==> src/cpfa_ram.sv <==
// Generic single-write, single-read RAM with registered read data.
// No dependencies.
module cpfa_ram #(
  parameter int WIDTH = 8,
  parameter int DEPTH = 16
) (
  input  logic                     clk,
  input  logic                     we,
  input  logic [$clog2(DEPTH)-1:0] waddr,
  input  logic [WIDTH-1:0]         wdata,
  input  logic                     re,
  input  logic [$clog2(DEPTH)-1:0] raddr,
  output logic [WIDTH-1:0]         rdata
);

  logic [WIDTH-1:0] mem_r [DEPTH];
  logic [WIDTH-1:0] rdata_r;

  always_ff @(posedge clk) begin
    if (we) begin
      mem_r[waddr] <= wdata;
    end
    if (re) begin
      rdata_r <= mem_r[raddr];
    end
  end

  assign rdata = rdata_r;

endmodule

==> config.mk <==
export PLATFORM = sky130hd
export DESIGN_NAME = cpfa_ram
export DESIGN_NICKNAME = d
export VERILOG_FILES = /design/src/cpfa_ram.sv
export SDC_FILE = /design/constraint.sdc
export NUM_CORES = 1
export LEC_CHECK = 0
export ABC_AREA = 1
export BUFFER_PORTS_ARGS = -buffer_cell sky130_fd_sc_hd__clkbuf_2
export CAP_MARGIN = 5
export CORE_ASPECT_RATIO = 0.7
export CORE_MARGIN = 2
export CORE_UTILIZATION = 57
export CTS_BUF_LIST = sky130_fd_sc_hd__clkbuf_8
export CTS_CLUSTER_SIZE = 24
export DETAILED_ROUTE_END_ITERATION = 7
export GPL_ROUTABILITY_DRIVEN = 0
export HOLD_SLACK_MARGIN = 0.05
export MAX_ROUTING_LAYER = met4
export PLACE_DENSITY = 0.72
export RECOVER_POWER = 25
export SYNTH_ARGS = -nofsm -noshare
export SYNTH_HDL_FRONTEND = slang
export SYNTH_SLANG_ARGS = --single-unit
==> constraint.sdc <==
create_clock -name clk -period 1.4 [get_ports clk]
set_input_delay 0.07 -clock clk [delete_from_list [all_inputs] [get_ports clk]]
set_output_delay 0.07 -clock clk [all_outputs]
set_load 0.01 [all_outputs]
==> out/metrics.csv <==
metric;value;unit
Die Span Y;88.7;um
Critical Path, Cell by Cell;inv_1 > nand2_1 > nand3_1 > nand3_1 > nand3_1 > nand2_1;
Critical Path Start Type;register;
CTS Buf Count;17;
pre-CTS WS;0.159;ns
Initial Utilization;59.5;%
initial antenna violation count;0;
Pwr Density;1290;nW/um2
CTS Buffer Depth;2;
Synth cell types;11;
CP Class;reg -> reg;
endpoints failing setup;0;
via count;3985;
Final ANT Viol Nets;0;
Core Util, Final;67.2;%
Routed wire per std cell;17.7;um
synth warn;0;
# H-tree levels;4;
Slew HR;43.5;%
# resized after CTS;0;
Synth area leaders;edfxtp_1 (70%), nand2_1 (11%), nand3_1 (8.3%);
R2R Path Start;mem_r[14][6];
max_cap viols;0;
final setup margin;0.265;ns
Core ar.;9830;um2
Synth top area share;69.8;%
first-iteration detailed-routing DRC count;472;
critical hold path startpoint;raddr[3];
Setup Skew;0.0105;ns
Clock Latency Late Sink;0.46;ns
Top cell by count, worst path;nand3_1;
Tcrit/Tclk final;81.1;%
LEAKAGE;2.89;nW
Hold Worst Slack;0.127;ns
TritonCTS clock tree;yes;
Slew Limit Fails;0;
Vias/cell;5.39;
DRT Pass-1 Iters;5;
DRC Markers;0;
Synth Instances;551;
Worst EP arrival;1.35;ns
most frequent cells in the layout;nand2_1 (173), edfxtp_1 (136), inv_1 (104);
register bit total from synthesis;136;
largest net degree at the start of global routing;53;
Avg Cell Area, Syn;10.6;um2
Detailed Route WL;13.1;mm
CTS root buffer;clkbuf_8;
Min-Delay Path Depth;4;
outcome;complete, no violations;
peak supply drop;0.957;mV
number of global-route vias before repair;3718;
Final Critical Period;1.14;ns
I/O Pins;27;
Min-Delay Endpoint;rdata[0];
Worst setup EP type;register;
commonest non-fill, non-tap cell in the layout;nand2_1;
RSZ-0062 raised after global routing;no;
Yosys top cell by area;edfxtp_1;
die area;11100;um2
Min-Delay Path Class;in -> reg;
sequential share of the synthesized area;69.8;%
Slew @ Worst Pin;0.847;ns
Crit-path slowest cell;edfxtp_1;
slowest cell delay on critical path;0.37;ns
worst-case reg-to-reg path depth;6;
GRT Overall Usage;26.4;%
first-pass GRT wire length;20.5;mm
hold buffers post-CTS;2;
# port buffers;26;
post-CTS setup buffers;0;
NumNets Final;618;
clock tree sinks;136;
CTS clock-pin slew for the worst setup and hold paths;0.08;ns
synth-to-layout area growth;13.1;%
Netlist Area Pre-Place;5850;um2
reg2reg setup slack;0.26;ns
HPWL Detailed;8.35;mm
ANT cells;0;
r2r endpoint;rdata[6];
fraction of layout cells with a size suffix above 1;11.8;%
total gr overflow;0;
CP required;1.61;ns
Hold Fails Final Rpt;0;
die width;125;um
row count;30;
Max Clk Rate;881;MHz
syn_nets;570;
setup TNS;0;ns
crit-path max FO;1;
## cell usage after synthesis
cell type	count
nand3_1	97
nor2_1	17
nand3b_1	2
inv_2	2
buf_2	13
buf_6	6
buf_4	4
buf_1	1
nand2_1	173
inv_1	100
edfxtp_1	136
## through the flow
step | total power (W) | cell area (um2) | cells
after floorplan | 0.00502 | 5850 | 551
after global placement | 0.00524 | 6200 | 706
after detailed placement | 0.00526 | 6200 | 706
after CTS | 0.00855 | 6620 | 740
after global routing | 0.00878 | 6610 | 740
final | 0.00853 | 6610 | 740
## routing by layer
metal	global-route usage, %	wire, um
met5	-	0
met3	6.05	1070
met1	36.7	5970
met4	10.8	212
met2	38.4	5830
## flip-flops by register name, summed over array words and instances, names as in the netlist
signal,count
mem_r,128
rdata,8
## worst max-delay path, delay by kind of cell (launching register included)
| family | cells | cell delay [ns] |
|---|---|---|
| buf+inv | 1 | 0.08 |
| flops | 1 | 0.37 |
| simple gates | 5 | 0.46 |
## power breakdown
group	internal (W)	switching, W
logic	0.000174	0.000387
clock network	0.00188	0.00147
registers	0.00458	0.0000277
## cell type report
type / count / area, um2
tap: 128 / 160
timing repair buffer: 53 / 368
multi-input combinational: 289 / 1210
clock buffer: 17 / 234
clock inverter: 15 / 169
fill: 769 / 3220
inverter: 102 / 383
sequential: 136 / 4080
## worst max-delay path by stage
stage	start	to	slack, ns	cells after the start
6_report	mem_r[14][6]	rdata[6]	0.26	6
5_1_grt	mem_r[14][5]	rdata[5]	0.16	6
4_1_cts	mem_r[14][6]	rdata[6]	0.26	6
3_5_place_dp	raddr[0]	rdata[6]	0.16	7
3_3_place_gp	raddr[0]	rdata[5]	0.18	8
2_1_floorplan	waddr[2]	mem_r[10][0]	0.38	2
## cells by family (layout without fill, tap and decap cells)
family	Yosys count	in the layout	share of synthesized area (%)
AND/OR/NAND/NOR	289	289	20.8
buffers and inverters	126	187	9.39
flip-flops	136	136	69.8
No activity file was read; power rests on OpenSTA's default activity.
