**src/cpfa_pkg.sv**
```systemverilog
// Shared types and constants of the cell pair face agglomerator.
// Used by cpfa_hash and cell_pair_face_agglomerator_unit; no dependencies.
package cpfa_pkg;

  // Fixed port widths.
  localparam int CELL_W     = 20;
  localparam int PROC_W     = 16;
  localparam int FACE_OUT_W = 10;

  // Width of the generation tag kept with every table entry.
  localparam int EPOCH_W = 4;

  // Multiplicative hash: key * 0x9E3779B97F4A7C15, then h ^= h >> 29.
  localparam logic [31:0] HASH_MUL_LO = 32'h7F4A7C15;
  localparam logic [31:0] HASH_MUL_HI = 32'h9E3779B9;
  localparam int          HASH_SHIFT  = 29;

  // Configuration register indexes.
  typedef enum logic [0:0] {
    CFG_MY_PROC  = 1'b0,
    CFG_NBR_PROC = 1'b1
  } cfg_idx_t;

endpackage

```
**src/cpfa_hash.sv**
```systemverilog
// Hash unit: one 32x32 multiplier reused over three steps to form the low
// bits of key * golden-ratio constant, then folds in the bits 29 above.
// Depends on cpfa_pkg.
module cpfa_hash #(
  parameter int KEY_W = 40,
  parameter int IDX_W = 11
) (
  input  logic             clk,
  input  logic             rst_n,
  input  logic             start_i,
  input  logic [KEY_W-1:0] key_i,
  output logic             done_o,
  output logic [IDX_W-1:0] idx_o
);

  import cpfa_pkg::*;

  // Only the product bits that reach the folded index are kept.
  localparam int ACC_W = HASH_SHIFT + IDX_W;

  typedef enum logic [1:0] {
    STEP_LL = 2'd0,
    STEP_HL = 2'd1,
    STEP_LH = 2'd2
  } step_t;

  step_t             step_r;
  logic              busy_r;
  logic              done_r;
  logic [63:0]       key_r;
  logic [ACC_W-1:0]  acc_r;
  logic [ACC_W-1:0]  acc_nxt;
  logic [31:0]       mul_a;
  logic [31:0]       mul_b;
  logic [63:0]       prod;
  logic [ACC_W-1:0]  prod_acc;

  always_comb begin
    case (step_r)
      STEP_LL: begin
        mul_a = key_r[31:0];
        mul_b = HASH_MUL_LO;
      end
      STEP_HL: begin
        mul_a = key_r[63:32];
        mul_b = HASH_MUL_LO;
      end
      STEP_LH: begin
        mul_a = key_r[31:0];
        mul_b = HASH_MUL_HI;
      end
      default: begin
        mul_a = '0;
        mul_b = '0;
      end
    endcase
  end

  assign prod     = mul_a * mul_b;
  assign prod_acc = prod[ACC_W-1:0];

  // The two cross products only matter above bit 32.
  always_comb begin
    if (step_r == STEP_LL) begin
      acc_nxt = prod_acc;
    end else begin
      acc_nxt = acc_r + (prod_acc << 32);
    end
  end

  always_ff @(posedge clk) begin
    if (!rst_n) begin
      busy_r <= 1'b0;
      done_r <= 1'b0;
      step_r <= STEP_LL;
    end else begin
      done_r <= !start_i && busy_r && (step_r == STEP_LH);
      if (start_i) begin
        busy_r <= 1'b1;
        step_r <= STEP_LL;
      end else if (busy_r) begin
        case (step_r)
          STEP_LL: step_r <= STEP_HL;
          STEP_HL: step_r <= STEP_LH;
          default: begin
            busy_r <= 1'b0;
            step_r <= STEP_LL;
          end
        endcase
      end
    end
  end

  always_ff @(posedge clk) begin
    if (start_i) begin
      key_r <= 64'(key_i);
    end
    if (busy_r) begin
      acc_r <= acc_nxt;
    end
  end

  assign done_o = done_r;
  assign idx_o  = acc_r[IDX_W-1:0] ^ acc_r[HASH_SHIFT +: IDX_W];

endmodule

```
**config.mk**
```make
export PLATFORM = sky130hd
export DESIGN_NAME = cpfa_hash
export DESIGN_NICKNAME = d
export VERILOG_FILES = /design/src/cpfa_pkg.sv /design/src/cpfa_hash.sv
export SDC_FILE = /design/constraint.sdc
export NUM_CORES = 1
export LEC_CHECK = 0
export BUFFER_PORTS_ARGS = -buffer_cell sky130_fd_sc_hd__clkbuf_2
export CELL_PAD_IN_SITES_DETAIL_PLACEMENT = 2
export CELL_PAD_IN_SITES_GLOBAL_PLACEMENT = 2
export CORE_ASPECT_RATIO = 1.75
export CORE_MARGIN = 1
export CORE_UTILIZATION = 49
export CTS_BUF_LIST = sky130_fd_sc_hd__clkbuf_4 sky130_fd_sc_hd__clkbuf_8 sky130_fd_sc_hd__clkbuf_16
export DETAILED_ROUTE_END_ITERATION = 16
export PLACE_DENSITY_LB_ADDON = 0.1
export SLEW_MARGIN = 15
export SYNTH_ARGS = -nofsm -noshare
export SYNTH_HDL_FRONTEND = slang
export SYNTH_SLANG_ARGS = --single-unit
```
**constraint.sdc**
```tcl
create_clock -name clk -period 22.2 [get_ports clk]
set_input_delay 2.22 -clock clk [delete_from_list [all_inputs] [get_ports clk]]
set_output_delay 2.22 -clock clk [all_outputs]
set_load 0.005 [all_outputs]
```
==> results.sh <==
export IMPL_die_x_um=152
export IMPL_first_global_vias=16600
export IMPL_grt_usage_pct=39.0
export IMPL_hold_violations=0
export IMPL_ys_types=49
export IMPL_netlist_area_leader_share_pct=48.5
export IMPL_drive_gt1_share_pct=5.49
export IMPL_synth_warnings=0
export IMPL_worstPathArrival_ps=10310
export IMPL_seq_area_frac_synth_pct=10.1
export IMPL_synth_seq_cells=66
export IMPL_fin_setup_tns_ps=0
export IMPL_row_count=95
export IMPL_mostFrequentLayoutCells="inv_1 (475), fa_1 (464), ha_1 (276), edfxtp_1 (62), xnor2_1 (60)"
export IMPL_clkLatencyLatePin_ps=370
export IMPL_cp_max_fo=19
export IMPL_cts_setup_buffers=0
export IMPL_holdWs_ps=685
export IMPL_required_ps=22310
export IMPL_crit_type="reg2reg"
export IMPL_rsz0062_at_grt="no"
export IMPL_drt_iter0_drc=455
export IMPL_io_buffers=54
export IMPL_gp_congestion=0.968
export IMPL_syn_area_per_cell_um2=11.2
export IMPL_syn_area_um2=19200
export IMPL_firstDrtPassIters=5
export IMPL_nets=2562
export IMPL_timing_fmax_mhz=98.1
export IMPL_vias=13000
export IMPL_worstMarginPinSlew_ps=1400
export IMPL_ys_flop_type="edfxtp_1"
export IMPL_final_common_cell="inv_1"
export IMPL_cts_htree_levels=3
export IMPL_synth_top_cell_by_area="fa_1"
export IMPL_final_max_slew_viol_count=0
export IMPL_gr_total_overflow=0
export IMPL_pin_count=55
export IMPL_finalCritPeriodShare_pct=45.9
export IMPL_grt_max_degree=45
export IMPL_hold_class="reg2reg"
export IMPL_status="completed"
export IMPL_dp_hpwl_mm=65.5
export IMPL_floorplan_die_area_um2=40000
export IMPL_setup_viol=0
export IMPL_final_min_clock_period_ps=10190
export IMPL_max_slew_margin_pct=6.03
export IMPL_clock_sinks=66
export IMPL_detail_route_drc_violations=0
export IMPL_async_flop_share_pct=0
export IMPL_synth_nets=2502
export IMPL_grt_first_pass_wirelength_mm=106
export IMPL_synth_edf_count=62
export IMPL_cts_resized=0
export IMPL_routed_via_density=5.72
export IMPL_post_place_ws_ps=12160
export IMPL_core_region_area_um2=38500
export IMPL_fp_dieH_um=264
export IMPL_root_buffer="clkbuf_16"
export IMPL_cp_start_kind="register"
export IMPL_syn2layout_area_growth_pct=6.22
export IMPL_antenna_cells=0
export IMPL_postSynthCellCount=1719
export IMPL_cts_buffers_inserted=9
export IMPL_start_util_pct=49.8
export IMPL_post_route_worst_setup_slack_ps=12010
export IMPL_drv_cap=0
export IMPL_cts_tree="built"
export IMPL_wl_mm=72.5
export IMPL_antenna_found_initial=0
export IMPL_cts_clk_slew_worst_paths_ps=60
export IMPL_critPathCaptureType="register"
export IMPL_fin_skew_ps=10.5
export IMPL_holdBufCountCts=0
export IMPL_cts_path_max_buffers=2
export IMPL_ant_nets=0
export IMPL_synth_area_leaders="fa_1 (48%), ha_1 (18%), edfxtp_1 (9.7%)"
export IMPL_wl_per_cell_um=31.9
worst max-delay path, stage by stage (launching register included):
cell and delay [ps]:
dfxtp_1 810, nor2b_1 280, a21oi_1 560, clkinv_1 460, nand2b_1 300, inv_1 210
ha_1 270, fa_1 440, fa_1 560, inv_1 60, fa_1 510, inv_1 70
fa_1 500, inv_1 60, fa_1 530, inv_1 50, fa_1 500, fa_1 430
ha_1 340, nand4_1 150, nor3_1 790, nand2_1 110, a21oi_1 600, o31ai_2 320
a211oi_2 350, nor3_1 120, o2111a_1 250, a2111o_1 290
logic make-up (layout without fill, tap and decap cells):
group / after synthesis / count (layout) / share of synthesized area [%]
xor+xnor: 87 / 87 / 3.97
mux: 3 / 3 / 0.157
buf+inv: 500 / 565 / 9.81
compound gates: 122 / 122 / 3.94
simple gates: 200 / 200 / 5.48
flops: 66 / 66 / 10.1
fa+ha+maj: 741 / 741 / 66.5
final timing paths:
kind / start / endpoint / slack (ps) / cells past startpoint
worst min register to register: key_r[1] / acc_r[1] / 690 / 1
worst max-delay path: step_r[1] / acc_r[38] / 12010 / 27
worst min-delay path: key_r[1] / acc_r[1] / 690 / 1
worst max register to register: step_r[1] / acc_r[38] / 12010 / 27
synth_stat cells, types with 7 or more instances:
cell and count:
nor3_1 9, fa_1 464, ha_1 276, and2_1 35
nor2b_1 25, nand2_1 52, o21ai_0 11, o21ai_1 13
xor2_1 27, a21o_1 15, a21oi_1 48, nor2_1 33
o21a_1 7, nand2b_1 26, xnor2_1 60, edfxtp_1 62
inv_1 475, a211oi_1 7, clkbuf_1 16
layer usage:
layer / routed length [µm] / share of wire (%) / track usage, %
met1: 22200 / 31 / 35.9
met2: 39500 / 54 / 71.2
met3: 2270 / 3.1 / 5.09
met4: 8520 / 12 / 36.8
met5: 0 / 0 / 0
per-stage QoR:
step,util [%],cell area (µm²),std cells
floorplan,-,19200,1719
finish,52.9,20400,2269
CTS,52.9,20400,2269
global placement,52.1,20100,2253
detailed placement,52.1,20100,2253
global route,52.9,20400,2269
layout make-up:
type                            instances  area [µm²]
Inverter                              482        1810
Clock buffer                            9         225
Timing Repair Buffer                   67         368
Clock inverter                          7        58.8
Fill cell                            3934       18100
Multi-Input combinational cell       1153       15400
Sequential cell                        66        1940
Tap cell                              485         607
flip-flops by register name, summed over array words and instances (netlist names):
register  count
step_r        2
acc_r        22
done_o        1
busy_r        1
key_r        40
Power is left out: the tool's default activity adds up to more than one toggle a clock period on the data nets, which glitch-free logic cannot reach.
